--- src/rtl/ipv4_receive_header_filter_unit_macros.svh ---
// ----------------------------------------------------------------------------
// IPv4 receive header filter assertion macros
// Concurrent assertion helpers for simulation. They are empty in synthesis.
// ----------------------------------------------------------------------------
`ifndef IPV4_RECEIVE_HEADER_FILTER_UNIT_MACROS_SVH
`define IPV4_RECEIVE_HEADER_FILTER_UNIT_MACROS_SVH

`ifndef SYNTHESIS
`define IHF_ASSERT_IMPLIES(label, clk, rst, cond, expr) \
  label: assert property (@(posedge clk) disable iff (rst) (cond) |-> (expr)) \
    else $error("IPv4 header filter check failed");
`define IHF_ASSERT_NEXT(label, clk, rst, cond, expr) \
  label: assert property (@(posedge clk) disable iff (rst) (cond) |=> (expr)) \
    else $error("IPv4 header filter check failed");
`else
`define IHF_ASSERT_IMPLIES(label, clk, rst, cond, expr)
`define IHF_ASSERT_NEXT(label, clk, rst, cond, expr)
`endif

`endif

--- src/rtl/ihf_pkg.sv ---
// ----------------------------------------------------------------------------
// IPv4 receive header filter package
// Transaction types, verdict codes and header constants.
// ----------------------------------------------------------------------------
package ihf_pkg;

  localparam int CFG_INDEX_W = 1;

  localparam logic [CFG_INDEX_W-1:0] CFG_OWN_ADDRESS       = 1'd0;
  localparam logic [CFG_INDEX_W-1:0] CFG_BROADCAST_ADDRESS = 1'd1;

  localparam logic [2:0] VERDICT_ACCEPTED          = 3'd0;
  localparam logic [2:0] VERDICT_WRONG_DESTINATION = 3'd1;
  localparam logic [2:0] VERDICT_FRAGMENT          = 3'd2;
  localparam logic [2:0] VERDICT_CHECKSUM_BAD      = 3'd3;
  localparam logic [2:0] VERDICT_TRUNCATED         = 3'd4;

  localparam logic [5:0]  MIN_HEADER_BYTES = 6'd20;
  localparam logic [15:0] CHECKSUM_GOOD    = 16'hFFFF;
  localparam int          MF_BIT           = 13;

  localparam logic [5:0] IDX_VERSION_IHL   = 6'd0;
  localparam logic [5:0] IDX_TOTAL_LEN_HI  = 6'd2;
  localparam logic [5:0] IDX_TOTAL_LEN_LO  = 6'd3;
  localparam logic [5:0] IDX_FRAG_HI       = 6'd6;
  localparam logic [5:0] IDX_FRAG_LO       = 6'd7;
  localparam logic [5:0] IDX_TTL           = 6'd8;
  localparam logic [5:0] IDX_PROTOCOL      = 6'd9;
  localparam logic [5:0] IDX_SOURCE_FIRST  = 6'd12;
  localparam logic [5:0] IDX_SOURCE_LAST   = 6'd15;
  localparam logic [5:0] IDX_DEST_FIRST    = 6'd16;
  localparam logic [5:0] IDX_DEST_LAST     = 6'd19;

  typedef struct packed {
    logic [7:0] packet_byte;
    logic       last_byte;
  } byte_item_t;

  typedef struct packed {
    logic [2:0]  verdict;
    logic [31:0] source_address;
    logic [31:0] destination_address;
    logic [7:0]  protocol_number;
    logic [15:0] payload_length;
    logic [5:0]  header_bytes;
    logic [7:0]  ttl_after;
  } result_item_t;

  typedef struct packed {
    logic        truncated;
    logic [31:0] source;
    logic [31:0] destination;
    logic [7:0]  protocol;
    logic [15:0] total_length;
    logic [5:0]  header_bytes;
    logic [15:0] fragment_info;
    logic [7:0]  ttl;
    logic [15:0] checksum_sum;
  } header_entry_t;

endpackage

--- src/rtl/ihf_fifo.sv ---
// ----------------------------------------------------------------------------
// IPv4 receive header filter queue
// Short register queue of captured headers between the parser and the verdict stage.
// ----------------------------------------------------------------------------
module ihf_fifo #(
  parameter int DEPTH = 2
) (
  input  logic                   clk,
  input  logic                   rst,
  input  logic                   push,
  input  ihf_pkg::header_entry_t push_entry,
  input  logic                   pop,
  output ihf_pkg::header_entry_t head,
  output logic                   head_valid,
  output logic                   full
);

  localparam int PTR_W = (DEPTH > 1) ? $clog2(DEPTH) : 1;
  localparam int CNT_W = $clog2(DEPTH + 1);

  ihf_pkg::header_entry_t entries [DEPTH];
  logic [PTR_W-1:0] wr_ptr;
  logic [PTR_W-1:0] rd_ptr;
  logic [CNT_W-1:0] count;

  assign head       = entries[rd_ptr];
  assign head_valid = (count != '0);
  assign full       = (count == CNT_W'(DEPTH));

  always_ff @(posedge clk) begin
    if (push) begin
      entries[wr_ptr] <= push_entry;
    end
  end

  always_ff @(posedge clk) begin
    if (rst) begin
      wr_ptr <= '0;
      rd_ptr <= '0;
      count  <= '0;
    end else begin
      if (push) begin
        wr_ptr <= (wr_ptr == PTR_W'(DEPTH - 1)) ? '0 : wr_ptr + 1'b1;
      end
      if (pop) begin
        rd_ptr <= (rd_ptr == PTR_W'(DEPTH - 1)) ? '0 : rd_ptr + 1'b1;
      end
      if (push && !pop) begin
        count <= count + 1'b1;
      end else if (pop && !push) begin
        count <= count - 1'b1;
      end
    end
  end

endmodule

--- src/rtl/ihf_front.sv ---
// ----------------------------------------------------------------------------
// IPv4 receive header filter parser
// Takes one byte per transaction, captures header fields, keeps the ones'
// complement sum and queues a header entry when the header or packet ends.
// ----------------------------------------------------------------------------
module ihf_front (
  input  logic                   clk,
  input  logic                   rst,
  input  logic                   byte_valid,
  input  ihf_pkg::byte_item_t    byte_item,
  input  logic                   queue_full,
  output logic                   byte_stall,
  output logic                   push,
  output ihf_pkg::header_entry_t push_entry
);

  logic [5:0]  byte_index;
  logic [15:0] sum;
  logic [7:0]  odd_byte_hold;
  logic [5:0]  header_length;
  logic [15:0] total_length;
  logic [15:0] fragment_info;
  logic [7:0]  ttl;
  logic [7:0]  protocol;
  logic [31:0] source;
  logic [31:0] destination;
  logic        verdict_given;

  logic [15:0] sum_next;
  logic [5:0]  header_length_next;
  logic [15:0] total_length_next;
  logic [15:0] fragment_info_next;
  logic [7:0]  ttl_next;
  logic [7:0]  protocol_next;
  logic [31:0] source_next;
  logic [31:0] destination_next;
  logic [16:0] word_sum;
  logic [5:0]  ihl_bytes;
  logic [7:0]  b;
  logic        accept;
  logic        active;
  logic        complete;
  logic        truncated;

  assign b          = byte_item.packet_byte;
  assign byte_stall = queue_full;
  assign accept     = byte_valid && !byte_stall;
  assign active     = accept && !verdict_given;
  assign ihl_bytes  = {b[3:0], 2'b00};

  always_comb begin
    header_length_next = header_length;
    total_length_next  = total_length;
    fragment_info_next = fragment_info;
    ttl_next           = ttl;
    protocol_next      = protocol;
    source_next        = source;
    destination_next   = destination;
    if (byte_index == ihf_pkg::IDX_VERSION_IHL) begin
      header_length_next = (ihl_bytes < ihf_pkg::MIN_HEADER_BYTES) ?
                           ihf_pkg::MIN_HEADER_BYTES : ihl_bytes;
    end
    if (byte_index == ihf_pkg::IDX_TOTAL_LEN_HI || byte_index == ihf_pkg::IDX_TOTAL_LEN_LO) begin
      total_length_next = {total_length[7:0], b};
    end
    if (byte_index == ihf_pkg::IDX_FRAG_HI || byte_index == ihf_pkg::IDX_FRAG_LO) begin
      fragment_info_next = {fragment_info[7:0], b};
    end
    if (byte_index == ihf_pkg::IDX_TTL) begin
      ttl_next = b;
    end
    if (byte_index == ihf_pkg::IDX_PROTOCOL) begin
      protocol_next = b;
    end
    if (byte_index >= ihf_pkg::IDX_SOURCE_FIRST && byte_index <= ihf_pkg::IDX_SOURCE_LAST) begin
      source_next = {source[23:0], b};
    end
    if (byte_index >= ihf_pkg::IDX_DEST_FIRST && byte_index <= ihf_pkg::IDX_DEST_LAST) begin
      destination_next = {destination[23:0], b};
    end
  end

  always_comb begin
    word_sum = {1'b0, sum} + {1'b0, odd_byte_hold, b};
    sum_next = sum;
    if (byte_index[0]) begin
      sum_next = word_sum[15:0] + {15'd0, word_sum[16]};
    end
  end

  assign complete  = active && (byte_index != '0) &&
                     ((byte_index + 6'd1) == header_length);
  assign truncated = active && !complete && byte_item.last_byte;
  assign push      = complete || truncated;

  always_comb begin
    push_entry.truncated     = truncated;
    push_entry.source        = source_next;
    push_entry.destination   = destination_next;
    push_entry.protocol      = protocol_next;
    push_entry.total_length  = total_length_next;
    push_entry.header_bytes  = header_length;
    push_entry.fragment_info = fragment_info_next;
    push_entry.ttl           = ttl_next;
    push_entry.checksum_sum  = sum_next;
  end

  always_ff @(posedge clk) begin
    if (active) begin
      header_length <= header_length_next;
      total_length  <= total_length_next;
      fragment_info <= fragment_info_next;
      ttl           <= ttl_next;
      protocol      <= protocol_next;
      source        <= source_next;
      destination   <= destination_next;
      if (!byte_index[0]) begin
        odd_byte_hold <= b;
      end
    end
  end

  always_ff @(posedge clk) begin
    if (rst) begin
      byte_index    <= '0;
      sum           <= '0;
      verdict_given <= 1'b0;
    end else if (accept) begin
      if (byte_item.last_byte) begin
        byte_index    <= '0;
        sum           <= '0;
        verdict_given <= 1'b0;
      end else if (active) begin
        byte_index    <= byte_index + 6'd1;
        sum           <= sum_next;
        verdict_given <= complete;
      end
    end
  end

endmodule

--- src/rtl/ihf_back.sv ---
// ----------------------------------------------------------------------------
// IPv4 receive header filter verdict stage
// Holds the address registers, judges a queued header and drives the result
// register.
// ----------------------------------------------------------------------------
module ihf_back (
  input  logic                                clk,
  input  logic                                rst,
  input  logic                                cfg_write,
  input  logic [ihf_pkg::CFG_INDEX_W-1:0]     cfg_index,
  input  logic [31:0]                         cfg_data,
  input  ihf_pkg::header_entry_t              head,
  input  logic                                head_valid,
  output logic                                pop,
  input  logic                                result_stall,
  output logic                                result_valid,
  output ihf_pkg::result_item_t               result_item
);

  logic [31:0] own_address;
  logic [31:0] broadcast_address;
  ihf_pkg::result_item_t result_next;
  logic        wrong_destination;
  logic        fragment;
  logic [15:0] header_len_wide;

  assign pop             = head_valid && (!result_valid || !result_stall);
  assign header_len_wide = {10'd0, head.header_bytes};

  assign wrong_destination = (own_address != '0) && (head.destination != own_address) &&
                             (head.destination != broadcast_address);
  assign fragment          = head.fragment_info[ihf_pkg::MF_BIT] ||
                             (head.fragment_info[12:0] != '0);

  always_comb begin
    result_next = '0;
    if (head.truncated) begin
      result_next.verdict = ihf_pkg::VERDICT_TRUNCATED;
    end else begin
      priority if (wrong_destination) begin
        result_next.verdict = ihf_pkg::VERDICT_WRONG_DESTINATION;
      end else if (fragment) begin
        result_next.verdict = ihf_pkg::VERDICT_FRAGMENT;
      end else if (head.checksum_sum != ihf_pkg::CHECKSUM_GOOD) begin
        result_next.verdict = ihf_pkg::VERDICT_CHECKSUM_BAD;
      end else begin
        result_next.verdict = ihf_pkg::VERDICT_ACCEPTED;
      end
      result_next.source_address      = head.source;
      result_next.destination_address = head.destination;
      result_next.protocol_number     = head.protocol;
      result_next.payload_length      = (head.total_length > header_len_wide) ?
                                        head.total_length - header_len_wide : 16'd0;
      result_next.header_bytes        = head.header_bytes;
      result_next.ttl_after           = (head.ttl != '0) ? head.ttl - 8'd1 : 8'd0;
    end
  end

  always_ff @(posedge clk) begin
    if (rst) begin
      own_address       <= '0;
      broadcast_address <= '1;
    end else if (cfg_write) begin
      unique case (cfg_index)
        ihf_pkg::CFG_OWN_ADDRESS:       own_address       <= cfg_data;
        ihf_pkg::CFG_BROADCAST_ADDRESS: broadcast_address <= cfg_data;
        default: ;
      endcase
    end
  end

  always_ff @(posedge clk) begin
    if (pop) begin
      result_item <= result_next;
    end
  end

  always_ff @(posedge clk) begin
    if (rst) begin
      result_valid <= 1'b0;
    end else if (pop) begin
      result_valid <= 1'b1;
    end else if (!result_stall) begin
      result_valid <= 1'b0;
    end
  end

endmodule

--- src/rtl/ipv4_receive_header_filter_unit.sv ---
// ----------------------------------------------------------------------------
// IPv4 receive header filter
// Parses received IPv4 packets byte by byte and gives one verdict per header.
//
// Channel   Signals                                  Transaction
// byte      byte_valid, byte_stall, byte_item        one packet byte, last mark
// result    result_valid, result_stall, result_item  one header verdict
// cfg       cfg_valid, cfg_ready, cfg_index, cfg_data one address register write
//
// One byte is taken every cycle while byte_stall is low; the parser does one
// 16-bit add with carry fold per byte pair. A header entry is queued on the
// edge that takes the last header byte; its verdict enters the result register.
// The byte channel stalls only while the queue holds QUEUE_DEPTH headers.
// Reset clears the parser's index and sum, the queue, result_valid and the own
// address, sets the broadcast address to ones; no clearing pass is needed.
// ----------------------------------------------------------------------------
`include "ipv4_receive_header_filter_unit_macros.svh"

module ipv4_receive_header_filter_unit #(
  parameter int QUEUE_DEPTH = 2
) (
  input  logic                            clk,
  input  logic                            rst,
  input  logic                            byte_valid,
  output logic                            byte_stall,
  input  ihf_pkg::byte_item_t             byte_item,
  output logic                            result_valid,
  input  logic                            result_stall,
  output ihf_pkg::result_item_t           result_item,
  input  logic                            cfg_valid,
  output logic                            cfg_ready,
  input  logic [ihf_pkg::CFG_INDEX_W-1:0] cfg_index,
  input  logic [31:0]                     cfg_data
);

  logic                   push;
  ihf_pkg::header_entry_t push_entry;
  ihf_pkg::header_entry_t head;
  logic                   head_valid;
  logic                   queue_full;
  logic                   pop;

  assign cfg_ready = 1'b1;

  ihf_front u_front (
    .clk        (clk),
    .rst        (rst),
    .byte_valid (byte_valid),
    .byte_item  (byte_item),
    .queue_full (queue_full),
    .byte_stall (byte_stall),
    .push       (push),
    .push_entry (push_entry)
  );

  ihf_fifo #(
    .DEPTH (QUEUE_DEPTH)
  ) u_fifo (
    .clk        (clk),
    .rst        (rst),
    .push       (push),
    .push_entry (push_entry),
    .pop        (pop),
    .head       (head),
    .head_valid (head_valid),
    .full       (queue_full)
  );

  ihf_back u_back (
    .clk          (clk),
    .rst          (rst),
    .cfg_write    (cfg_valid && cfg_ready),
    .cfg_index    (cfg_index),
    .cfg_data     (cfg_data),
    .head         (head),
    .head_valid   (head_valid),
    .pop          (pop),
    .result_stall (result_stall),
    .result_valid (result_valid),
    .result_item  (result_item)
  );

  `IHF_ASSERT_IMPLIES(a_no_overflow, clk, rst, push, !queue_full)
  `IHF_ASSERT_NEXT(a_pop_loads_result, clk, rst, pop, result_valid)
  `IHF_ASSERT_IMPLIES(a_truncated_zero, clk, rst, result_valid && (result_item.verdict == ihf_pkg::VERDICT_TRUNCATED), (result_item.source_address == '0) && (result_item.header_bytes == '0) && (result_item.ttl_after == '0))
  `IHF_ASSERT_IMPLIES(a_header_length, clk, rst, result_valid && (result_item.verdict != ihf_pkg::VERDICT_TRUNCATED), (result_item.header_bytes >= ihf_pkg::MIN_HEADER_BYTES) && (result_item.header_bytes[1:0] == 2'b00))

endmodule
--- config.mk ---
export PLATFORM = sky130hd
export DESIGN_NAME = ipv4_receive_header_filter_unit
export DESIGN_NICKNAME = d
export VERILOG_FILES = /design/src/rtl/ihf_pkg.sv /design/src/rtl/ihf_fifo.sv /design/src/rtl/ihf_front.sv /design/src/rtl/ihf_back.sv /design/src/rtl/ipv4_receive_header_filter_unit.sv
export VERILOG_INCLUDE_DIRS = /design/src /design/src/rtl
export SDC_FILE = /design/constraint.sdc
export NUM_CORES = 1
export LEC_CHECK = 0
export ABC_AREA = 1
export BUFFER_PORTS_ARGS = -buffer_cell sky130_fd_sc_hd__clkbuf_2
export CELL_PAD_IN_SITES_DETAIL_PLACEMENT = 0
export CELL_PAD_IN_SITES_GLOBAL_PLACEMENT = 1
export CORE_MARGIN = 4
export CORE_UTILIZATION = 49
export CTS_CLUSTER_SIZE = 10
export DETAILED_ROUTE_END_ITERATION = 16
export GPL_TIMING_DRIVEN = 0
export PLACE_DENSITY_LB_ADDON = 0.1
export SLEW_MARGIN = 20
export SYNTH_ARGS = -nofsm -noshare
export SYNTH_HDL_FRONTEND = slang
export SYNTH_SLANG_ARGS = --single-unit
--- constraint.sdc ---
create_clock -name clk -period 17 [get_ports clk]
set_input_delay 2.55 -clock clk [delete_from_list [all_inputs] [get_ports clk]]
set_output_delay 2.55 -clock clk [all_outputs]
set_load 0.005 [all_outputs]
==> impl_metrics.xml, run 1 <==
<?xml version="1.0" encoding="UTF-8"?>
<metrics>
  <group name="run_status">
    <metric name="run_status" unit="">complete, no violations</metric>
  </group>
  <group name="yosys">
    <metric name="synth_enable_flop_cells" unit="">487</metric>
    <metric name="synthCells" unit="">2128</metric>
    <metric name="ys_types" unit="">54</metric>
    <metric name="synth_sequential_area_ratio" unit="%">67.9</metric>
    <metric name="yosys_most_used_dff" unit="">edfxtp_1</metric>
    <metric name="total_number_of_yosys_warnings" unit="">0</metric>
    <metric name="yosys_register_bits" unit="">580</metric>
    <metric name="syn-mean-instance-area" unit="µm²">11.4</metric>
    <metric name="async_flop_share" unit="%">0</metric>
    <metric name="mappedNetlistArea" unit="µm²">24300</metric>
  </group>
  <group name="worst_hold_path">
    <metric name="hold_path_class" unit="">flop to flop</metric>
  </group>
  <group name="finish">
    <metric name="drive_above_1_share" unit="%">15.6</metric>
    <metric name="layout.cells.most_common_list" unit="">nand2_1 (502), edfxtp_1 (487), nor2_1 (181)</metric>
    <metric name="final.fill_count" unit="">4105</metric>
    <metric name="layout.nets" unit="">2447</metric>
    <metric name="n_diodes" unit="">0</metric>
    <metric name="most_common_cell_after_layout_fill_and_taps_aside" unit="">nand2_1</metric>
    <metric name="multiInputGateArea" unit="µm²">6840</metric>
    <metric name="flow.area_growth_from_synthesis" unit="%">16.7</metric>
    <metric name="fin_util" unit="%">57.9</metric>
    <metric name="seq_area" unit="µm²">16500</metric>
  </group>
  <group name="global_routing">
    <metric name="first_pass_grt_wire_length" unit="µm">88300</metric>
    <metric name="grt_antenna_before_repair" unit="">0</metric>
    <metric name="globalRoute.busiestLayer" unit="">met2</metric>
    <metric name="grt_max_degree" unit="">83</metric>
    <metric name="grt_overflow" unit="">0</metric>
    <metric name="number_of_global_route_vias_before_repair" unit="">15600</metric>
    <metric name="groute.usage.overall" unit="%">21.4</metric>
    <metric name="globalRouteMet1Util" unit="%">28.9</metric>
    <metric name="global_route.usage.met2" unit="%">35.6</metric>
    <metric name="groute.layer.met3.usage" unit="%">3.96</metric>
  </group>
  <group name="routing">
    <metric name="detailroute.via_count" unit="">15800</metric>
    <metric name="detail_route.iter0.violations" unit="">1059</metric>
    <metric name="first_pass_iters" unit="">5</metric>
    <metric name="detail-route-antenna-nets" unit="">0</metric>
    <metric name="routed_wirelength" unit="µm">56700</metric>
    <metric name="detail_route.drc_violations" unit="">0</metric>
    <metric name="wl_per_cell" unit="µm">18.4</metric>
    <metric name="drt-vias-per-instance" unit="">5.15</metric>
  </group>
  <group name="floorplan">
    <metric name="core-area" unit="µm²">49000</metric>
    <metric name="floorplan.io_pins" unit="">155</metric>
    <metric name="die_height" unit="µm">231</metric>
    <metric name="die-width" unit="µm">231</metric>
    <metric name="die_ar" unit="µm²">53200</metric>
    <metric name="rows" unit="">81</metric>
    <metric name="initial_core_utilization" unit="%">49.6</metric>
  </group>
  <group name="power">
    <metric name="max_ir_drop_vdd" unit="µV">101</metric>
    <metric name="cellInternalPower" unit="mW">2.97</metric>
    <metric name="power.switching_fraction" unit="%">29.4</metric>
    <metric name="switchingPower" unit="mW">1.24</metric>
    <metric name="power_per_cell_area" unit="nW/µm²">149</metric>
    <metric name="share_seq_of_total_power" unit="%">46.4</metric>
    <metric name="p_comb_share" unit="%">22.0</metric>
    <metric name="p_leak" unit="nW">10.9</metric>
    <metric name="p_clk_share" unit="%">31.7</metric>
  </group>
  <group name="setup_path">
    <metric name="cp_data_arrival_time" unit="ns">6.21</metric>
    <metric name="crit_path_end_kind" unit="">flop</metric>
    <metric name="crit_required" unit="ns">17.28</metric>
    <metric name="cp_max_fo" unit="">21</metric>
    <metric name="start_kind" unit="">primary input</metric>
    <metric name="critical_path_class" unit="">primary input to flop</metric>
  </group>
  <group name="placement">
    <metric name="portBuffers" unit="">151</metric>
    <metric name="gp_routability_congestion" unit="">0.826</metric>
    <metric name="detailedPlacementHpwl" unit="µm">40500</metric>
  </group>
  <group name="clock_network">
    <metric name="cts_inserted_buffers" unit="">69</metric>
    <metric name="ctsRootBufferMaster" unit="">clkbuf_16</metric>
    <metric name="clk_transition_reported_paths" unit="ns">0.05</metric>
    <metric name="htreeDepth" unit="">3</metric>
    <metric name="postCtsSetupBuffers" unit="">0</metric>
    <metric name="quantity_of_hold_fixing_buffers_added_after_cts" unit="">0</metric>
    <metric name="clkSinkCount" unit="">580</metric>
    <metric name="ctsResizeCount" unit="">0</metric>
    <metric name="clkLatencyLatePin" unit="ns">0.59</metric>
    <metric name="cts_buffer_depth" unit="">3</metric>
    <metric name="tritoncts_clock_tree" unit="">yes</metric>
  </group>
  <group name="sta">
    <metric name="slew_headroom" unit="%">36.7</metric>
    <metric name="min_period" unit="ns">5.93</metric>
    <metric name="timing.setup.tns" unit="ns">0</metric>
    <metric name="final.setup_skew" unit="ns">0.0192</metric>
    <metric name="rsz0062_at_grt" unit="">false</metric>
    <metric name="final_report_hold_violation_count" unit="">0</metric>
    <metric name="min_period_over_period" unit="%">34.9</metric>
    <metric name="timing.final.setup_violations" unit="">0</metric>
    <metric name="final-max-slew-violation-count" unit="">0</metric>
    <metric name="max_freq" unit="GHz">0.169</metric>
    <metric name="transition_time_at_the_pin_with_the_least_slew_margin" unit="ns">0.940</metric>
  </group>
  <group name="job">
    <metric name="maxCapViolations" unit="">0</metric>
  </group>
</metrics>
==> flip-flops by register name, summed over array words and instances (netlist names), 2 cells and up, named ones only <==
name                      flops
u_fifo.entries              262
u_back.result_item          103
u_back.broadcast_address     32
u_back.own_address           32
u_front.destination          32
u_front.source               32
u_front.sum                  16
u_front.total_length         16
u_front.fragment_info        14
u_front.odd_byte_hold         8
u_front.protocol              8
u_front.ttl                   8
u_front.byte_index            6
u_front.header_length         4
u_fifo.count                  2
==> synth_stat cells, types with 3 or more instances <==
cell type	n	area share [%]
or2_1	4	0.10
buf_1	12	0.19
nand3_1	87	1.8
o21ai_2	7	0.25
edfxtp_1	487	60
dfxtp_1	93	7.7
and2_1	3	0.077
o21ai_0	126	2.6
ha_1	30	1.5
nor2_1	184	2.8
buf_2	8	0.16
or2_2	42	1.1
o21ai_1	19	0.39
mux2i_1	20	0.82
nand2_2	3	0.077
nor3b_1	3	0.093
a21boi_0	4	0.12
xnor2_1	37	1.3
nor3_1	12	0.25
mux2_2	44	2.0
inv_2	3	0.046
nand3_2	3	0.12
clkbuf_1	50	0.77
nand2_1	502	7.8
nor4_1	14	0.36
nand4_1	25	0.64
a21oi_1	61	1.3
inv_1	165	2.6
nand3b_1	4	0.12
buf_4	6	0.19
nor2_2	3	0.077
xor2_1	40	1.4
==> path summary, 6_finish.rpt <==
| kind | startpoint | to | slack [ns] | depth (start not counted) |
|---|---|---|---|---|
| max | byte_valid | u_fifo.entries[0][117] | 11.07 | 16 |
| min | u_fifo.rd_ptr | u_fifo.rd_ptr | 0.45 | 1 |
| max reg2reg | u_front.byte_index[0] | u_fifo.entries[0][117] | 12.36 | 17 |
| min reg2reg | u_fifo.rd_ptr | u_fifo.rd_ptr | 0.45 | 1 |
==> power by group through the flow <==
stage | registers [mW] | clock network, mW | logic, mW
detailed placement | 1.98 | 0 | 0.943
finish | 1.95 | 1.33 | 0.925
global placement | 2.03 | 0 | 0.885
CTS | 1.96 | 1.36 | 0.948
global route | 1.97 | 1.43 | 1.04
floorplan | 2.01 | 0 | 0.510
==> critical path: stages <==
cell and delay [ns]:
clkbuf_2 0.07, o21ai_0 0.23, nor2_4 0.66, nand2_1 0.10
a211oi_1 0.23, nand3_1 0.09, nor2_1 0.21, inv_1 0.09
o21ai_1 0.22, inv_1 0.18, nor2_4 0.54, buf_16 0.24
buf_16 0.19, buf_16 0.18, buf_12 0.19, buf_16 0.18
==> logic make-up after synthesis <==
logic type | count (synthesis) | share of synthesized area (%)
compound gates | 230 | 5.05
xor+xnor | 77 | 2.78
other cells | 2 | 0.0309
buf+inv | 248 | 4.03
simple gates | 895 | 15.6
mux | 64 | 2.87
flops | 580 | 67.9
fa+ha+maj | 32 | 1.71
==> through the flow <==
| stage | area [µm²] | cells | hold WS, ns | total power, mW | worst slack, ns |
|---|---|---|---|---|---|
| global placement | 25900 | 2944 | 0.435 | 2.92 | -4.95 |
| detailed placement | 26300 | 2961 | 0.444 | 2.93 | 10.38 |
| global route | 28300 | 3074 | 0.484 | 4.44 | 10.80 |
| floorplan | 24300 | 2129 | 0.426 | 2.52 | 2.45 |
| finish | 28300 | 3074 | 0.454 | 4.21 | 11.07 |
| CTS | 28300 | 3074 | 0.454 | 4.27 | 11.00 |
==> layer usage <==
layer,part of all wire (%),routed length [µm]
met3,5.2,2950
met5,0,0
met2,48,27400
met1,44,24900
met4,2.5,1450
==> final cells by class <==
type	instances	area share, %
flip-flops and latches	580	58.2
multi-input cells	1301	24.1
clock buffers	107	6.92
repair buffers	168	4.16
well taps	664	2.93
inverters	170	2.27
plain buffers	78	1.20
clock inverters	6	0.203
Power figures use the tool's default switching activity.
==> inputs of run 2 (changes only) <==
- ABC_AREA: 1 -> 0
- CORE_UTILIZATION: 49 -> 46
- clock period: 17 -> 5.4 ns (I/O delays scaled with it)
==> run 2 against run 1 <==
Clock-buffer cell count shrank 2. Design area fell by 2.2%. Critical path depth is the same. Flip-flop and latch count is the same. Area after synthesis decreased by 2.2%. First-iteration DRC count decreased by 10%. Via count decreased by 13%. Register-to-register slack lost 12 ns. Utilization fell by 3.1 points. Combinational power is 130% higher.
==> impl_metrics.xml, run 2 <==
<?xml version="1.0" encoding="UTF-8"?>
<metrics>
  <group name="setup_path">
    <metric name="worstPathBufferInverterCount" unit="">5</metric>
    <metric name="number_of_cell_instances_on_the_worst_register_to_register_path" unit="">16</metric>
    <metric name="critical_path_class" unit="">flop to flop</metric>
    <metric name="cp_max_fo" unit="">19</metric>
    <metric name="crit_path_end_kind" unit="">flop</metric>
    <metric name="critical_path.max_stage_delay" unit="ns">0.54</metric>
    <metric name="crit_chain" unit="">buf_2 -&gt; buf_2 -&gt; clkbuf_2 -&gt; buf_2 -&gt; mux2i_1 -&gt; inv_1 -&gt; ha_1 -&gt; nor2b_1 -&gt; o21ai_0 -&gt; nand2b_1 -&gt; a211o_1 -&gt; nor2b_1 -&gt; nor2b_1 -&gt; xor2_1 -&gt; nor2_1 -&gt; a211oi_1</metric>
    <metric name="critical_path_cell_count" unit="">16</metric>
    <metric name="critical_path.top_delay_family" unit="">buffers and inverters</metric>
    <metric name="crit_required" unit="ns">5.79</metric>
    <metric name="worst_path_max_delay_cell" unit="">buf_2</metric>
    <metric name="cp_data_arrival_time" unit="ns">5.30</metric>
    <metric name="start_kind" unit="">flop</metric>
  </group>
  <group name="routing">
    <metric name="routed_wirelength" unit="µm">57500</metric>
    <metric name="drt-vias-per-instance" unit="">5.37</metric>
    <metric name="top_signal_layer_used" unit="">met4</metric>
    <metric name="detailroute.via_count" unit="">13800</metric>
    <metric name="detail-route-antenna-nets" unit="">0</metric>
    <metric name="met3WireLength" unit="µm">2580</metric>
    <metric name="wl_per_cell" unit="µm">22.4</metric>
    <metric name="first_pass_iters" unit="">5</metric>
    <metric name="detail_route.drc_violations" unit="">0</metric>
    <metric name="met2RoutedLength" unit="µm">26900</metric>
    <metric name="m1WireLength" unit="µm">26700</metric>
    <metric name="detail_route.iter0.violations" unit="">948</metric>
  </group>
  <group name="global_routing">
    <metric name="grt_max_degree" unit="">55</metric>
    <metric name="grt_overflow" unit="">0</metric>
    <metric name="groute.usage.overall" unit="%">20.4</metric>
    <metric name="first_pass_grt_wire_length" unit="µm">86200</metric>
    <metric name="grt_antenna_before_repair" unit="">2</metric>
    <metric name="number_of_global_route_vias_before_repair" unit="">14000</metric>
  </group>
  <group name="yosys">
    <metric name="largest_area_contributor_in_the_synthesized_netlist" unit="">edfxtp_1</metric>
    <metric name="total_number_of_yosys_warnings" unit="">0</metric>
    <metric name="synth_enable_flop_cells" unit="">487</metric>
    <metric name="async_flop_share" unit="%">0</metric>
    <metric name="top_cells_by_area_in_the_synthesized_netlist" unit="">edfxtp_1 (62%), dfxtp_1 (7.8%), mux2_2 (5.6%)</metric>
    <metric name="synth_largest_type_area_fraction" unit="%">61.6</metric>
    <metric name="yosys_register_bits" unit="">580</metric>
    <metric name="yosys.cell_count.top_type" unit="">edfxtp_1</metric>
    <metric name="syn-mean-instance-area" unit="µm²">14.7</metric>
    <metric name="yosys_most_used_dff" unit="">edfxtp_1</metric>
    <metric name="ys_types" unit="">63</metric>
    <metric name="mappedNetlistArea" unit="µm²">23700</metric>
    <metric name="synthCells" unit="">1615</metric>
    <metric name="synth_sequential_area_ratio" unit="%">69.4</metric>
    <metric name="synth_common_cells" unit="">edfxtp_1 (487), nor2_1 (161), mux2_2 (118)</metric>
  </group>
  <group name="clock_network">
    <metric name="postCtsSetupBuffers" unit="">0</metric>
    <metric name="cts_buffer_depth" unit="">3</metric>
    <metric name="cts_inserted_buffers" unit="">69</metric>
    <metric name="htreeDepth" unit="">3</metric>
    <metric name="clk_transition_reported_paths" unit="ns">0.06</metric>
    <metric name="ctsRootBufferMaster" unit="">clkbuf_16</metric>
    <metric name="tritoncts_clock_tree" unit="">yes</metric>
    <metric name="clkSinkCount" unit="">580</metric>
    <metric name="clkLatencyLatePin" unit="ns">0.60</metric>
  </group>
  <group name="floorplan">
    <metric name="initial_core_utilization" unit="%">46.9</metric>
    <metric name="die_height" unit="µm">235</metric>
    <metric name="die-width" unit="µm">235</metric>
    <metric name="die_ar" unit="µm²">55300</metric>
    <metric name="rows" unit="">82</metric>
    <metric name="core-area" unit="µm²">50600</metric>
    <metric name="floorplan.io_pins" unit="">155</metric>
  </group>
  <group name="finish">
    <metric name="layoutNonFillerInstCount" unit="">2567</metric>
    <metric name="flow.area_growth_from_synthesis" unit="%">16.7</metric>
    <metric name="layout_top_registers" unit="">u_fifo.entries x262, u_back.result_item x103</metric>
    <metric name="max_flop_register" unit="">u_fifo.entries</metric>
    <metric name="seq_area" unit="µm²">16500</metric>
    <metric name="final.fill_count" unit="">4150</metric>
    <metric name="largest_register_ff_count" unit="">262</metric>
    <metric name="n_diodes" unit="">0</metric>
    <metric name="layout.nets" unit="">1930</metric>
    <metric name="drive_above_1_share" unit="%">20.8</metric>
    <metric name="multiInputGateArea" unit="µm²">6940</metric>
    <metric name="most_common_cell_after_layout_fill_and_taps_aside" unit="">edfxtp_1</metric>
    <metric name="final_cell_area" unit="µm²">27700</metric>
    <metric name="layout.cells.most_common_list" unit="">edfxtp_1 (487), nor2_1 (161), clkbuf_2 (151)</metric>
  </group>
  <group name="sta">
    <metric name="min_period_over_period" unit="%">90.9</metric>
    <metric name="slew_headroom" unit="%">26.6</metric>
    <metric name="rsz0062_at_grt" unit="">false</metric>
    <metric name="max_freq" unit="GHz">0.204</metric>
    <metric name="final.setup_skew" unit="ns">0.0232</metric>
    <metric name="timing.final.setup_violations" unit="">0</metric>
    <metric name="final_report_hold_violation_count" unit="">0</metric>
    <metric name="final-max-slew-violation-count" unit="">0</metric>
    <metric name="transition_time_at_the_pin_with_the_least_slew_margin" unit="ns">1.10</metric>
    <metric name="timing.setup.tns" unit="ns">0</metric>
    <metric name="fin_worst_hold_slack" unit="ns">0.450</metric>
    <metric name="min_period" unit="ns">4.91</metric>
  </group>
  <group name="placement">
    <metric name="portBuffers" unit="">150</metric>
    <metric name="post_dp_cell_area" unit="µm²">25700</metric>
    <metric name="detailedPlacementHpwl" unit="µm">39200</metric>
    <metric name="dpl.cell_count" unit="">2453</metric>
    <metric name="gp_routability_congestion" unit="">0.854</metric>
  </group>
  <group name="power">
    <metric name="total_power" unit="mW">12.2</metric>
    <metric name="power_per_cell_area" unit="nW/µm²">440</metric>
    <metric name="max_ir_drop_vdd" unit="µV">248</metric>
    <metric name="p_leak" unit="nW">9.16</metric>
  </group>
  <group name="worst_hold_path">
    <metric name="hold_path_class" unit="">primary input to flop</metric>
    <metric name="hold_depth" unit="">3</metric>
  </group>
  <group name="job">
    <metric name="maxCapViolations" unit="">0</metric>
  </group>
  <group name="run_status">
    <metric name="run_status" unit="">complete, no violations</metric>
  </group>
</metrics>
run 2: cell types whose count changed after synthesis, sizes merged, moves of 44 or more:
cell   previous run  this run
o21ai           152        16
mux2i            20        95
nand3            90        16
mux2             44       118
nand2           505        88
inv             168        12
or2              47         3
run 2: where the power goes:
group / internal, mW / total (mW) / switching (mW)
clock network: 2.41 / 4.17 / 1.76
registers: 5.69 / 5.89 / 0.198
logic: 0.796 / 2.12 / 1.33
run 2: final timing paths:
kind,start,to,slack (ns)
setup / recovery,flop,u_back.result_item[23],0.49
hold / removal,cfg_data[26],u_back.own_address[26],0.45
setup reg to reg,flop,u_back.result_item[23],0.49
hold reg to reg,u_back.broadcast_address[0],u_back.broadcast_address[0],0.48
run 2: final cells by class:
class,instances,area share [%]
clock buffers,105,6.79
inverters,12,0.194
repair buffers,165,3.98
multi-input cells,951,25.0
clock inverters,10,0.415
flip-flops and latches,580,59.5
well taps,672,3.03
plain buffers,72,1.07
run 2: cell families after synthesis:
family,synth area share (%)
simple gates,8.45
xor+xnor,4.29
fa+ha+maj,1.75
compound gates,4.99
mux,9.60
buf+inv,1.44
other cells,0.0316
flops,69.4
run 2: tightest hold or removal path: stages:
cell and delay [ns]:
clkbuf_2 0.09, nand2_1 0.05, a21oi_1 0.05
run 2: timing repair:
action                     4_1_cts  5_1_grt
hold buffers                     0        0
setup endpoints to repair       12        1
resized for setup                2        0
hold endpoints to repair         0        0
run 2: layer usage:
metal  vias up  global-route usage, %
met2       318                   33.0
li1       6516                      -
met3        79                   3.16
met4         0                   6.16
met1      6869                   28.8
met5         -                      0
run 2: through the flow:
| step | utilization [%] | setup slack [ns] |
|---|---|---|
| final | 54.8 | 0.492 |
| after global routing | 54.8 | 0.116 |
| after CTS | 54.8 | 0.0262 |
| after detailed placement | 50.8 | -0.353 |
| after global placement | 50.1 | -2.41 |
| after floorplan | - | 0.0386 |
